## src/hw/rtl/tksp_pkg.sv

```systemverilog
// ----------------------------------------------------------------------------
// tksp_pkg: shared types and constants of the three-key speed panel
// Timing windows in milliseconds, counter widths, configuration register
// indexes and mode command codes.
// ----------------------------------------------------------------------------
package tksp_pkg;

  localparam int unsigned HELD_W  = 12;
  localparam int unsigned TICK_W  = 7;
  localparam int unsigned SPEED_W = 16;
  localparam int unsigned ACT_W   = 10;
  localparam int unsigned CFG_IDX_W  = 2;
  localparam int unsigned CFG_DATA_W = 16;

  localparam logic [HELD_W-1:0] HELD_MAX         = 12'd4095;
  localparam logic [HELD_W-1:0] CLICK_LO_MS      = 12'd50;
  localparam logic [HELD_W-1:0] CLICK_HI_MS      = 12'd1500;
  localparam logic [HELD_W-1:0] REPEAT_LO_MS     = 12'd1900;
  localparam logic [HELD_W-1:0] REPEAT_HI_MS     = 12'd2100;
  localparam logic [HELD_W-1:0] REPEAT_RELOAD_MS = 12'd1400;
  localparam logic [HELD_W-1:0] LONG_LO_MS       = 12'd1500;
  localparam logic [HELD_W-1:0] LONG_HI_MS       = 12'd3000;
  localparam logic [ACT_W-1:0]  ACTIVITY_MS      = 10'd1000;

  localparam logic [SPEED_W:0]   SPEED_STEP      = 17'd100;
  localparam logic [SPEED_W-1:0] SPEED_MIN_RST   = 16'd100;
  localparam logic [SPEED_W-1:0] SPEED_MAX_RST   = 16'd3000;
  localparam logic [TICK_W-1:0]  TICK_MS_RST     = 7'd10;

  localparam logic [CFG_IDX_W-1:0] CFG_TICK_MS   = 2'd0;
  localparam logic [CFG_IDX_W-1:0] CFG_SPEED_MIN = 2'd1;
  localparam logic [CFG_IDX_W-1:0] CFG_SPEED_MAX = 2'd2;

  localparam logic [1:0] MODE_NONE  = 2'd0;
  localparam logic [1:0] MODE_RAMP  = 2'd1;
  localparam logic [1:0] MODE_DECEL = 2'd2;

  typedef logic [HELD_W-1:0] held_t;

  typedef struct packed {
    logic       click;
    logic       flash;
    logic [1:0] mode;
    logic       running;
  } start_evt_t;

  function automatic held_t held_add(held_t t, logic [TICK_W-1:0] tick);
    logic [HELD_W:0] s;
    s = {1'b0, t} + {{(HELD_W + 1 - TICK_W){1'b0}}, tick};
    return (s > {1'b0, HELD_MAX}) ? HELD_MAX : s[HELD_W-1:0];
  endfunction

endpackage

```

## src/hw/rtl/tksp_speed_key.sv

```systemverilog
// ----------------------------------------------------------------------------
// tksp_speed_key: hold timer of one speed key
// Counts held time, detects a click on release and an auto-repeat while
// held, and raises a step request for either.
// ----------------------------------------------------------------------------
module tksp_speed_key (
  input  logic                        clk,
  input  logic                        rst_n,
  input  logic                        adv,
  input  logic                        pressed,
  input  logic [tksp_pkg::TICK_W-1:0] tick_ms,
  output logic                        step
);
  import tksp_pkg::*;

  held_t held_r, held_nxt;
  logic  mark_r, mark_nxt;
  held_t t1;
  logic  m1;
  logic  click;
  logic  rep;

  always_comb begin
    t1       = pressed ? held_add(held_r, tick_ms) : held_r;
    m1       = pressed | mark_r;
    click    = 1'b0;
    held_nxt = t1;
    mark_nxt = m1;
    if (m1 && !pressed) begin
      click    = (t1 > CLICK_LO_MS) && (t1 < CLICK_HI_MS);
      held_nxt = '0;
      mark_nxt = 1'b0;
    end
    rep = m1 && (held_nxt > REPEAT_LO_MS) && (held_nxt < REPEAT_HI_MS);
    if (rep) begin
      held_nxt = REPEAT_RELOAD_MS;
      mark_nxt = 1'b0;
    end
    step = click | rep;
  end

  always_ff @(posedge clk) begin
    if (!rst_n) begin
      held_r <= '0;
      mark_r <= 1'b0;
    end else if (adv) begin
      held_r <= held_nxt;
      mark_r <= mark_nxt;
    end
  end

endmodule

```

## src/hw/rtl/tksp_start_key.sv

```systemverilog
// ----------------------------------------------------------------------------
// tksp_start_key: start key handling and run status
// A click toggles the run status and issues a mode command; a long hold
// requests a flash once per press.
// ----------------------------------------------------------------------------
module tksp_start_key (
  input  logic                        clk,
  input  logic                        rst_n,
  input  logic                        adv,
  input  logic                        pressed,
  input  logic [tksp_pkg::TICK_W-1:0] tick_ms,
  output tksp_pkg::start_evt_t        evt
);
  import tksp_pkg::*;

  held_t held_r, held_nxt;
  logic  mark_r, mark_nxt;
  logic  done_r, done_nxt;
  logic  run_r, run_nxt;
  logic  counting;
  held_t t1;
  logic  m1;
  logic  click;
  logic  flash;

  always_comb begin
    counting = pressed && !done_r;
    t1       = counting ? held_add(held_r, tick_ms) : held_r;
    m1       = counting | mark_r;
    click    = 1'b0;
    held_nxt = t1;
    mark_nxt = m1;
    done_nxt = done_r;
    if (m1 && !pressed) begin
      click    = (t1 > CLICK_LO_MS) && (t1 < CLICK_HI_MS);
      held_nxt = '0;
      mark_nxt = 1'b0;
      done_nxt = 1'b0;
    end
    flash = m1 && !done_nxt && (held_nxt > LONG_LO_MS) && (held_nxt < LONG_HI_MS);
    if (flash) begin
      done_nxt = 1'b1;
    end
    run_nxt = click ? !run_r : run_r;

    evt.click   = click;
    evt.flash   = flash;
    evt.running = run_nxt;
    evt.mode    = MODE_NONE;
    if (click) begin
      evt.mode = run_r ? MODE_DECEL : MODE_RAMP;
    end
  end

  always_ff @(posedge clk) begin
    if (!rst_n) begin
      held_r <= '0;
      mark_r <= 1'b0;
      done_r <= 1'b0;
      run_r  <= 1'b0;
    end else if (adv) begin
      held_r <= held_nxt;
      mark_r <= mark_nxt;
      done_r <= done_nxt;
      run_r  <= run_nxt;
    end
  end

endmodule

```

## src/hw/rtl/tksp_setpoint.sv

```systemverilog
// ----------------------------------------------------------------------------
// tksp_setpoint: speed setpoint register
// Applies a decrement step and then an increment step, each clamped to the
// configured limits.
// ----------------------------------------------------------------------------
module tksp_setpoint (
  input  logic                         clk,
  input  logic                         rst_n,
  input  logic                         adv,
  input  logic                         dec_step,
  input  logic                         inc_step,
  input  logic [tksp_pkg::SPEED_W-1:0] lo_limit,
  input  logic [tksp_pkg::SPEED_W-1:0] hi_limit,
  output logic [tksp_pkg::SPEED_W-1:0] speed_nxt
);
  import tksp_pkg::*;

  logic [SPEED_W-1:0] speed_r;
  logic [SPEED_W-1:0] after_dec;
  logic [SPEED_W:0]   floor_sum;
  logic [SPEED_W:0]   up_sum;

  always_comb begin
    floor_sum = {1'b0, lo_limit} + SPEED_STEP;
    after_dec = speed_r;
    if (dec_step) begin
      if ({1'b0, speed_r} < floor_sum) begin
        after_dec = lo_limit;
      end else begin
        after_dec = speed_r - SPEED_STEP[SPEED_W-1:0];
      end
    end
    up_sum    = {1'b0, after_dec} + SPEED_STEP;
    speed_nxt = after_dec;
    if (inc_step) begin
      if (up_sum > {1'b0, hi_limit}) begin
        speed_nxt = hi_limit;
      end else begin
        speed_nxt = up_sum[SPEED_W-1:0];
      end
    end
  end

  always_ff @(posedge clk) begin
    if (!rst_n) begin
      speed_r <= SPEED_MIN_RST;
    end else if (adv) begin
      speed_r <= speed_nxt;
    end
  end

endmodule

```

## src/hw/rtl/three_key_speed_panel.sv

```systemverilog
// ----------------------------------------------------------------------------
// three_key_speed_panel: key panel controller for a speed setpoint
// Each input transaction is one scan tick with the levels of the decrement,
// increment and start keys. Each tick yields exactly one result transaction:
// setpoint, run status, mode command, and beep, flash and activity flags.
// Channels use valid/stall; configuration is a write-only register port
// (0 scan period, 1 lower setpoint limit, 2 upper setpoint limit); the user
// must see that it is written only while idle, as the block does not enforce it.
// The input register is loaded at the accepting edge; once the result
// register is free, the key timers, setpoint clamps and activity countdown
// evaluate in one pass into the result register.
// Throughput is one tick per cycle while the receiver does not stall.
// When the receiver stalls, the result register holds and the input register
// fills; the input side stalls only once both are occupied.
// Synchronous reset clears both stages, all key timers and the run status,
// loads the setpoint with 100 and the registers with their default values.
// ----------------------------------------------------------------------------
module three_key_speed_panel (
  input  logic                            clk,
  input  logic                            rst_n,
  input  logic                            in_valid,
  output logic                            in_stall,
  input  logic                            in_dec_key_down,
  input  logic                            in_inc_key_down,
  input  logic                            in_start_key_down,
  output logic                            out_valid,
  input  logic                            out_stall,
  output logic [tksp_pkg::SPEED_W-1:0]    out_speed_setpoint,
  output logic                            out_running,
  output logic [1:0]                      out_mode_command,
  output logic                            out_settings_changed,
  output logic                            out_short_beep,
  output logic                            out_flash_request,
  output logic                            out_recently_operated,
  input  logic                            cfg_wr_en,
  input  logic [tksp_pkg::CFG_IDX_W-1:0]  cfg_index,
  input  logic [tksp_pkg::CFG_DATA_W-1:0] cfg_wdata
);
  import tksp_pkg::*;

  logic [TICK_W-1:0]  tick_r;
  logic [SPEED_W-1:0] min_r;
  logic [SPEED_W-1:0] max_r;

  logic               s1_valid_r;
  logic               dec_r, inc_r, start_r;
  logic               out_ready;
  logic               adv;
  logic               in_take;

  logic               dec_step, inc_step;
  start_evt_t         start_evt;
  logic [SPEED_W-1:0] speed_nxt;
  logic [ACT_W-1:0]   act_r, act_nxt;

  assign out_ready = !out_valid || !out_stall;
  assign adv       = s1_valid_r && out_ready;
  assign in_stall  = s1_valid_r && !out_ready;
  assign in_take   = in_valid && !in_stall;

  always_ff @(posedge clk) begin
    if (!rst_n) begin
      tick_r <= TICK_MS_RST;
      min_r  <= SPEED_MIN_RST;
      max_r  <= SPEED_MAX_RST;
    end else if (cfg_wr_en) begin
      case (cfg_index)
        CFG_TICK_MS:   tick_r <= cfg_wdata[TICK_W-1:0];
        CFG_SPEED_MIN: min_r  <= cfg_wdata[SPEED_W-1:0];
        CFG_SPEED_MAX: max_r  <= cfg_wdata[SPEED_W-1:0];
        default: begin
        end
      endcase
    end
  end

  always_ff @(posedge clk) begin
    if (!rst_n) begin
      s1_valid_r <= 1'b0;
    end else if (in_take) begin
      s1_valid_r <= 1'b1;
    end else if (adv) begin
      s1_valid_r <= 1'b0;
    end
  end

  always_ff @(posedge clk) begin
    if (in_take) begin
      dec_r   <= in_dec_key_down;
      inc_r   <= in_inc_key_down;
      start_r <= in_start_key_down;
    end
  end

  tksp_speed_key u_dec_key (
    .clk      (clk),
    .rst_n    (rst_n),
    .adv      (adv),
    .pressed  (dec_r),
    .tick_ms  (tick_r),
    .step     (dec_step)
  );

  tksp_speed_key u_inc_key (
    .clk      (clk),
    .rst_n    (rst_n),
    .adv      (adv),
    .pressed  (inc_r),
    .tick_ms  (tick_r),
    .step     (inc_step)
  );

  tksp_start_key u_start_key (
    .clk      (clk),
    .rst_n    (rst_n),
    .adv      (adv),
    .pressed  (start_r),
    .tick_ms  (tick_r),
    .evt      (start_evt)
  );

  tksp_setpoint u_setpoint (
    .clk       (clk),
    .rst_n     (rst_n),
    .adv       (adv),
    .dec_step  (dec_step),
    .inc_step  (inc_step),
    .lo_limit  (min_r),
    .hi_limit  (max_r),
    .speed_nxt (speed_nxt)
  );

  always_comb begin
    if (act_r > {{(ACT_W - TICK_W){1'b0}}, tick_r}) begin
      act_nxt = act_r - {{(ACT_W - TICK_W){1'b0}}, tick_r};
    end else begin
      act_nxt = '0;
    end
    if (dec_step || inc_step) begin
      act_nxt = ACTIVITY_MS;
    end
  end

  always_ff @(posedge clk) begin
    if (!rst_n) begin
      act_r <= '0;
    end else if (adv) begin
      act_r <= act_nxt;
    end
  end

  always_ff @(posedge clk) begin
    if (!rst_n) begin
      out_valid <= 1'b0;
    end else if (adv) begin
      out_valid <= 1'b1;
    end else if (!out_stall) begin
      out_valid <= 1'b0;
    end
  end

  always_ff @(posedge clk) begin
    if (adv) begin
      out_speed_setpoint    <= speed_nxt;
      out_running           <= start_evt.running;
      out_mode_command      <= start_evt.mode;
      out_settings_changed  <= dec_step | inc_step | start_evt.click;
      out_short_beep        <= dec_step | inc_step | start_evt.click;
      out_flash_request     <= start_evt.flash;
      out_recently_operated <= (act_nxt != '0);
    end
  end

endmodule
```

## config.mk

```make
export PLATFORM = sky130hd
export DESIGN_NAME = three_key_speed_panel
export DESIGN_NICKNAME = d
export VERILOG_FILES = /design/src/hw/rtl/tksp_pkg.sv /design/src/hw/rtl/tksp_speed_key.sv /design/src/hw/rtl/tksp_start_key.sv /design/src/hw/rtl/tksp_setpoint.sv /design/src/hw/rtl/three_key_speed_panel.sv
export SDC_FILE = /design/constraint.sdc
export NUM_CORES = 1
export LEC_CHECK = 0
export ABC_CLOCK_PERIOD_IN_PS = 8900
export BUFFER_PORTS_ARGS = -buffer_cell sky130_fd_sc_hd__buf_2
export CAP_MARGIN = 10
export CORE_MARGIN = 2
export CORE_UTILIZATION = 45
export DETAILED_ROUTE_END_ITERATION = 10
export GPL_TIMING_DRIVEN = 0
export PLACE_DENSITY_LB_ADDON = 0.1
export SLEW_MARGIN = 0
export SYNTH_ARGS = -nofsm -noshare
export SYNTH_HDL_FRONTEND = slang
export SYNTH_SLANG_ARGS = --single-unit
```

## constraint.sdc

```tcl
create_clock -name clk -period 8.9 [get_ports clk]
set_clock_uncertainty 0.2 [all_clocks]
set_input_delay 1.335 -clock clk [delete_from_list [all_inputs] [get_ports clk]]
set_output_delay 1.335 -clock clk [all_outputs]
set_load 0.02 [all_outputs]
```

==> impl_metrics.toml, run 1 <==
[run_status]
outcome = "finished, final reports clean"

[placed_design]
dp_hpwl_um = 25300
place.gp.congestion = 0.932
port_buffers = 49
post_dp_cell_area_um2 = 10600

[yosys]
synth_cell_type_count = 88
yosys.area_share.adder_pct = 8.57
synth_compound_area_share_pct = 27.6
synth_ff_type = "dfxtp_1"
synth_seq_area_share_pct = 29.2
synth_edf_count = 25
syn_nets = 1365
syn_inst = 1273
yosys.area_share.simple_pct = 22.9
syn_area_um2 = 9980
synth_top_family_by_area = "compound AO/OA/AOI/OAI gates"
synth.area.mux_share_pct = 2.56
async_flop_share_pct = 0
yosys_warnings = 0
avgSynthCellArea_um2 = 7.84
synth-seq-cells = 133
synth-xor-area-share_pct = 4.21

[sta]
worst_pin_slew_ps = 1220
timing.final.crit_share_pct = 96.7
slew-limit-headroom_pct = 18.1
slew_violations = 0
fin_crit_ps = 8600
setup_violations = 0
fmax_mhz = 116
hold_viol = 0

[grt]
grt_pass1_vias = 9459
grt_use_total_pct = 28.7
grt_start_max_net_pins = 22
grt_pass1_wl_um = 52500
grt_overflow = 0
antenna_found_initial = 0

[setup_path]
worstSetupPathType = "flop to flop"
crit_buf_inv = 6
cpMostUsedCell = "nand2b_1"
crit_family = "simple AND/OR/NAND/NOR gates"
reg2reg_depth = 34
endpoint_kind = "flop"
critPathMaxStageDelay_ps = 570
critPathLaunchType = "flop"
required_ps = 9060
path_max_fanout = 10
arrival_ps = 8760
slowest_stage = "or4b_4"
cp_num_cells = 34

[cells_and_area]
fill_cells = 2199
fin_area_um2 = 11300
antenna_cells = 0
fin_nets = 1436
layout_commonest_cell = "nand2_1"
final_cell_mix = "157 x nand2_1, 106 x dfxtp_1, 91 x a21oi_1, 87 x nor2_1, 69 x o21ai_0"
layout-drive-gt1-share_pct = 9.29
area_growth_pct = 12.7

[die]
ioPinCount = 51
die_w_um = 153
fp.dieArea_um2 = 23400
rows = 54
core_um2 = 21800
start_util_pct = 45.7
die_h_um = 153

[route]
avgViaCountPerCell = 6.11
drt_iter0_drc = 860
drc = 0
wire_per_inst_um = 20.8
drtAntennaViolNets = 0
routed_wl_um = 34000
vias = 9998
firstDrtPassIters = 6

[clocking]
clock_latency_ps = 420
cts_max_level = 4
cts-root-buf = "clkbuf_16"
hold_buffers = 0
cts_tree = "yes"
cts_sinks = 133
clkTransAtPathRegs_ps = 60
clk_path_buf_depth = 2
cts_buffers = 17

[min_path]
worstHoldPathType = "flop to flop"
hold_path_depth = 2

[power_and_ir_drop]
peakVddDrop_mv = 0.0934
power-per-cell-area_nw_per_um2 = 155
power.total_mw = 1.75
p_leak_nw = 4.54

[job]
cap_violations = 0
==> worst paths after layout <==
| path | from | endpoint | slack, ps |
|---|---|---|---|
| worst max-delay path | tick_r[0]$_SDFFE_PN0P_ | u_setpoint.speed_r[3]$_SDFFE_PN0P_ | 300 |
| worst min-delay path | max_r[12]$_SDFFE_PN0P_ | max_r[12]$_SDFFE_PN0P_ | 260 |
| worst max register to register | tick_r[0]$_SDFFE_PN0P_ | u_setpoint.speed_r[3]$_SDFFE_PN0P_ | 300 |
| worst min register to register | max_r[12]$_SDFFE_PN0P_ | max_r[12]$_SDFFE_PN0P_ | 260 |
==> cell families after synthesis <==
kind of cell	count (synthesis)
buffers and inverters	128
DFF	133
AOI/OAI and AO/OA	409
muxes	24
xor gates and xnor gates	48
adders and majority gates	66
and+or+nand+nor	465
==> what timing repair did <==
| action | CTS | global route |
|---|---|---|
| setup endpoints to repair | 32 | 32 |
| resized for setup | 9 | 15 |
| setup buffers | 0 | 2 |
| pin swaps | 0 | 1 |
==> final cells by class <==
type / instances / area [um2] / area share, %
multi-input cells: 1012 / 6620 / 58.9
plain buffers: 66 / 277 / 2.46
inverters: 62 / 233 / 2.07
flip-flops and latches: 133 / 2920 / 25.9
clock buffers: 24 / 493 / 4.38
repair buffers: 52 / 288 / 2.56
well taps: 280 / 350 / 3.11
clock inverters: 8 / 72.6 / 0.645
==> per-layer routing <==
layer,track usage (%),up-vias,wire [um]
met4,13.1,0,1520
met1,36.9,4733,14300
met5,0,-,0
li1,-,4809,-
met2,47.9,380,16000
met3,4.00,76,2250
==> stage by stage <==
step / util, % / setup TNS, ps / instances / hold slack [ps] / worst slack (ps)
after global routing: 51.6 / -4.15 / 1637 / 286 / -4.15
after global placement: 48.5 / -17670 / 1602 / 256 / -724
after floorplan: - / 0 / 1273 / 243 / 914
after CTS: 51.3 / 0 / 1635 / 269 / 26.2
final: 51.6 / 0 / 1637 / 264 / 298
after detailed placement: 48.6 / -21810 / 1603 / 260 / -852
==> cells in the mapped netlist (all sizes together) (18+ instances only) <==
cell type	n	area [um2]
o211ai	25	188
nor2	88	338
ha	62	776
clkbuf	59	221
a21oi	91	455
a31oi	25	156
nand2b	21	131
o21ai	80	408
nand3	41	205
xnor2	30	263
and3	18	113
inv	60	225
xor2	18	158
mux2i	18	180
o21a	21	165
edfxtp	25	751
nor2b	33	206
a21boi	28	210
nor3	31	155
a21o	19	143
nand2	157	589
dfxtp	108	2160
==> power by group <==
part | switching [mW] | internal, mW | total, mW
sequential | 0.0283 | 0.642 | 0.670
clock | 0.276 | 0.414 | 0.690
combinational | 0.246 | 0.142 | 0.388
==> state kept, by name, summed over array words and instances (netlist names), 2 cells and up <==
register and flops:
u_inc_key.held_r 12, out_speed_setpoint 16, u_start_key.held_r 12, u_dec_key.held_r 12, u_setpoint.speed_r 16, tick_r 7, min_r 16, out_mode_command 2
max_r 16, act_r 10
==> worst min-delay path, cell delays in order, from the launching register on <==
cell and delay, ps:
dfxtp_1 310, nand2_1 50, a21boi_0 60
(Power assumes the default switching activity.)
==> run 2, diff against run 1 <==
Settings changed: SYNTH_HIERARCHICAL from default to 1.
==> run 2 against run 1 <==
  * Sequential cell count stayed put
  * Critical path type unchanged
  * Highest routed layer unchanged
  * Non-clock buffer count down 9
  * Synthesized area rose by 4.3%
  * Largest power group unchanged
  * Critical endpoint is now out_speed_setpoint[6]$_DFFE_PP_
  * Register-to-register slack gained 20 ps
  * Clock power rose by 6.7%
  * Fmax rose by 0.22%
  * Cell area grew 3.8%
  * Global-route usage decreased by 4.1 points
  * First-iteration DRC count shrank 31%
  * Cell count up 1.5%
  * Count of clock-buffer cells in the layout down 6
==> impl_metrics.toml, run 2 <==
[cells_and_area]
layout-drive-gt1-share_pct = 11.8
area_growth_pct = 12.1
fin_nets = 1457
antenna_cells = 0
final_cell_mix = "164 x nand2_1, 106 x dfxtp_1, 88 x nor2_1, 74 x o21ai_0, 69 x a21oi_1"
layout_commonest_cell = "nand2_1"

[min_path]
hp-start = "min_r[1]$_SDFFE_PN0P_"
hold_path_depth = 2
hold_end = "min_r[1]$_SDFFE_PN0P_"
worstHoldPathType = "flop to flop"

[route]
routed_wl_um = 29800
avgViaCountPerCell = 5.84
firstDrtPassIters = 6
drt_iter0_drc = 596
drtAntennaViolNets = 0
vias = 9700
wire_per_inst_um = 17.9
drc = 0

[setup_path]
reg2reg_from = "tick_r[0]$_SDFFE_PN0P_"
critPathMaxStageDelay_ps = 560
crit_family = "compound AO/OA/AOI/OAI gates"
arrival_ps = 8540
reg2reg_depth = 32
required_ps = 8860
r2r-end = "out_speed_setpoint[6]$_DFFE_PP_"
worstSetupPathType = "flop to flop"
worst-r2r-setup-slack_ps = 320
path_max_fanout = 19
slowest_stage = "or4_1"
critPathLaunchType = "flop"
crit_buf_inv = 4
endpoint_kind = "flop"

[power_and_ir_drop]
power-per-cell-area_nw_per_um2 = 153
switchingPower_mw = 0.549
p_leak_nw = 4.68
clockPowerShare_pct = 41.3
seqPwrFrac_pct = 37.8
p_comb_share_pct = 20.9
power.total_mw = 1.78
swShare_pct = 30.8
peakVddDrop_mv = 0.117
intPower_mw = 1.23

[die]
ioPinCount = 51
die_w_um = 156
die_h_um = 156
start_util_pct = 45.9
fp.dieArea_um2 = 24400
core_um2 = 22700
rows = 55

[sta]
worst_pin_slew_ps = 950
slew_violations = 0
rsz0062_at_grt = "false"
fin_ws_ps = 317
fin_crit_ps = 8580
timing.final.crit_share_pct = 96.4
fmax_mhz = 117
hold_viol = 0
setup_violations = 0
slew-limit-headroom_pct = 36.6

[clocking]
clk_path_buf_depth = 2
postCtsSetupRepairBufs = 0
clock_latency_ps = 420
cts_buffers = 17
cts_max_level = 4
cts_sinks = 133
cts-root-buf = "clkbuf_16"
clkTransAtPathRegs_ps = 60
cts_tree = "yes"
hold_buffers = 0

[grt]
grt_pass1_wl_um = 47500
grt_start_max_net_pins = 41
grt_use_total_pct = 24.6
grt_overflow = 0
grt_pass1_vias = 9011
antenna_found_initial = 1

[yosys]
synth-seq-cells = 133
netlist.area_leader.share_pct = 20.8
yosys-top-cells-count = "164 x nand2_1, 108 x dfxtp_1, 88 x nor2_1"
async_flop_share_pct = 0
syn_nets = 1388
synth_edf_count = 25
syn_inst = 1294
synth_cell_type_count = 97
yosys_warnings = 6
synth_area_leaders = "dfxtp_1 21%, ha_1 7.7%, edfxtp_1 7.2%"
syn_area_um2 = 10400
avgSynthCellArea_um2 = 8.05
synth_seq_area_share_pct = 28.0
synth_ff_type = "dfxtp_1"
synth_most_common_cell = "nand2_1"
yosys.area.top_type = "dfxtp_1"

[placed_design]
place.gp.congestion = 0.886
port_buffers = 50
dp_hpwl_um = 22400
dp_slack_ps = -369

[job]
cap_violations = 0

[run_status]
outcome = "finished, final reports clean"
## run 2: layout make-up
| class | count | area [um2] |
|---|---|---|
| sequential | 133 | 2920 |
| timing repair buffer | 51 | 258 |
| fill | 2213 | 11000 |
| clock inverter | 14 | 176 |
| inverter | 63 | 236 |
| clock buffer | 18 | 429 |
| tap | 285 | 357 |
| buffer | 58 | 268 |
| multi-input combinational | 1039 | 7040 |
## run 2: logic make-up after synthesis
kind of cell	count (synthesis)	synth area share (%)
AOI/OAI and AO/OA	408	27.8
xor gates and xnor gates	60	5.05
adders and majority gates	68	8.46
buffers and inverters	122	4.84
DFF	133	28.0
muxes	33	3.30
and+or+nand+nor	470	22.6
## run 2: how the worst max path moves through the flow
stage | from | endpoint | cells after the start
global route | tick_r[0]$_SDFFE_PN0P_ | u_setpoint/speed_r[6]$_SDFFE_PN1P_ | 32
detailed placement | tick_r[0]$_SDFFE_PN0P_ | out_speed_setpoint[6]$_DFFE_PP_ | 33
finish | tick_r[0]$_SDFFE_PN0P_ | out_speed_setpoint[6]$_DFFE_PP_ | 32
floorplan | tick_r[0]$_SDFFE_PN0P_ | out_speed_setpoint[11]$_DFFE_PP_ | 33
CTS | tick_r[1]$_SDFFE_PN1P_ | out_speed_setpoint[6]$_DFFE_PP_ | 30
global placement | tick_r[0]$_SDFFE_PN0P_ | out_speed_setpoint[6]$_DFFE_PP_ | 32
## run 2: stage by stage
step / util [%] / TNS (ps) / std cells / instance area (um2) / hold slack, ps
after floorplan: - / 0 / 1294 / 10400 / 241
after global placement: 48.5 / -21370 / 1629 / 11000 / 253
after detailed placement: 48.6 / -4040 / 1630 / 11000 / 257
after CTS: 51.3 / 0 / 1661 / 11600 / 266
after global routing: 51.4 / 0 / 1661 / 11700 / 288
final: 51.4 / 0 / 1661 / 11700 / 263
## run 2: what timing repair did
action | in CTS | in global routing
setup endpoints to repair | 32 | 31
pin swaps | 0 | 0
resized for setup | 3 | 6
## run 2: metal layers
metal	track usage, %	vias up	wire length, um
met4	7.51	0	629
met5	0	-	0
met2	40.8	293	13600
li1	-	4860	-
met3	2.92	35	1480
met1	33.5	4512	14100
## run 2: worst reg2reg max path, delay by kind of cell, from the launching register on
| kind | cells | cell delay, ps |
|---|---|---|
| fa+ha+maj | 3 | 960 |
| buf+inv | 4 | 930 |
| mux | 2 | 360 |
| xor+xnor | 2 | 380 |
| flops | 1 | 450 |
| compound gates | 13 | 2800 |
| simple gates | 8 | 2280 |
## run 2: power groups by stage
stage / clock (mW) / combinational (mW) / sequential (mW)
after global placement: 0 / 0.365 / 0.685
after CTS: 0.752 / 0.370 / 0.672
after global routing: 0.779 / 0.413 / 0.676
final: 0.736 / 0.373 / 0.673
after detailed placement: 0 / 0.367 / 0.685
after floorplan: 0 / 0.271 / 0.682
==> run 3, diff against run 2 <==
Settings changed: PLACE_DENSITY_LB_ADDON 0.1 to default, SETUP_SLACK_MARGIN from default to 0.2.
==> run 3 against run 2 <==
  * Cell count is 0.12% higher
  * Global-route usage is 0.28 points higher
  * Power is 3.5% lower
  * Critical path type unchanged
==> impl_metrics.toml, run 3 (same netlist as run 2, synthesis figures left out) <==
[run_status]
outcome = "finished, final reports clean"

[sta]
timing.final.crit_share_pct = 92.8
slew-limit-headroom_pct = 38.9
hold_viol = 0
fin_crit_ps = 8260
worst_hold_slack_ps = 263
worst_pin_slew_ps = 917
slew_violations = 0
rsz0062_at_grt = "false"
final.setup.tns_ps = 0
fmax_mhz = 121
setup_violations = 0

[cells_and_area]
layout-drive-gt1-share_pct = 12.3
layout_commonest_cell = "nand2_1"
antenna_cells = 0
fin_area_um2 = 11700
area.sequential_um2 = 2920
multiInputGateArea_um2 = 7070
area_growth_pct = 12.1
fill_cells = 2250
final_util_pct = 51.4
fin_nets = 1459
fin_cells = 1663
final_cell_mix = "164 x nand2_1, 106 x dfxtp_1, 88 x nor2_1, 74 x o21ai_0, 69 x a21oi_1"

[setup_path]
path_max_fanout = 15
critPathMaxStageDelay_ps = 520
cpMostUsedCell = "ha_1"
critPathLaunchType = "flop"
endpoint_kind = "flop"
arrival_ps = 8320
required_ps = 8960
worstSetupPathType = "flop to flop"
slowest_stage = "or4_1"

[grt]
grt_pass1_wl_um = 48100
grt_start_max_net_pins = 41
grt_pass1_vias = 9041
grt_overflow = 0
antenna_found_initial = 0
grt_use_total_pct = 24.9

[placed_design]
port_buffers = 50
post_dp_cell_area_um2 = 11000
dp_hpwl_um = 23000
dp.cells = 1631
place.gp.congestion = 0.943

[die]
die_w_um = 156
start_util_pct = 45.9
core_um2 = 22700
rows = 55
fp.dieArea_um2 = 24400
ioPinCount = 51
die_h_um = 156

[route]
wire_per_inst_um = 18.1
vias = 9834
highest_layer = "met4"
met2WireLength_um = 13600
drc = 0
routed_wl_um = 30100
firstDrtPassIters = 6
avgViaCountPerCell = 5.91
wl_met1_um = 14200
wl_met3_um = 1560
drtAntennaViolNets = 0
drt_iter0_drc = 617

[clocking]
clkTransAtPathRegs_ps = 60
cts-root-buf = "clkbuf_16"
clk_path_buf_depth = 2
clock_latency_ps = 430
cts_max_level = 4
cts_tree = "yes"
cts_sinks = 133
cts_buffers = 17

[power_and_ir_drop]
power-per-cell-area_nw_per_um2 = 147
peakVddDrop_mv = 0.122
p_leak_nw = 4.69

[min_path]
worstHoldPathType = "flop to flop"

[job]
cap_violations = 0
run 3: cell types whose count changed in the layout (fill, tap and decap cells not counted), sizes merged:
cell / delta
clkinv: +3
clkbuf: +2
inv: +2
buf: +2
bufinv: -3
clkinvlp: -4
run 3: path summary, 6_finish.rpt:
| kind | from | end | slack [ps] | cells after the start |
|---|---|---|---|---|
| worst max-delay path | tick_r[0]$_SDFFE_PN0P_ | u_setpoint/speed_r[6]$_SDFFE_PN1P_ | 640 | 35 |
| worst min-delay path | max_r[1]$_SDFFE_PN0P_ | max_r[1]$_SDFFE_PN0P_ | 260 | 2 |
| worst max register to register | tick_r[0]$_SDFFE_PN0P_ | u_setpoint/speed_r[6]$_SDFFE_PN1P_ | 640 | 35 |
| worst min register to register | max_r[1]$_SDFFE_PN0P_ | max_r[1]$_SDFFE_PN0P_ | 260 | 2 |
run 3: worst max-delay path: cells and delay by family (launching register included):
family | cells | cell delay, ps
AOI/OAI and AO/OA | 14 | 2720
xor gates and xnor gates | 1 | 150
adders and majority gates | 4 | 1260
buffers and inverters | 7 | 1330
DFF | 1 | 420
muxes | 2 | 440
and+or+nand+nor | 7 | 1570
run 3: layout make-up:
type	count	share of cell area, %
clock inverters	12	0.793
plain buffers	58	2.27
flip-flops and latches	133	25.0
inverters	63	2.03
well taps	285	3.06
repair buffers	53	2.37
clock buffers	20	3.92
multi-input cells	1039	60.6
run 3: through the flow:
step / setup WS (ps) / power (mW)
final: 637 / 1.72
after global placement: -1000 / 1.05
after floorplan: 1440 / 0.952
after global routing: 251 / 1.79
after detailed placement: -485 / 1.05
after CTS: 235 / 1.72
run 3: repair_timing:
item                                    in CTS  in global routing
endpoints found under the hold margin        0                  0
hold buffers                                 0                  0
pin swaps                                    0                  1
gates resized for setup                      3                 10
setup buffers                                0                  1
endpoints found under the setup margin      32                 32
run 3: power breakdown:
part	internal [mW]	switching (mW)
Clock	0.377	0.295
Combinational	0.145	0.227
Sequential	0.643	0.0309
run 3: per-layer routing:
metal | vias up | GRT usage [%]
met2 | 294 | 40.4
met4 | 0 | 7.65
met5 | - | 0
met1 | 4631 | 34.4
li1 | 4857 | -
met3 | 52 | 3.19
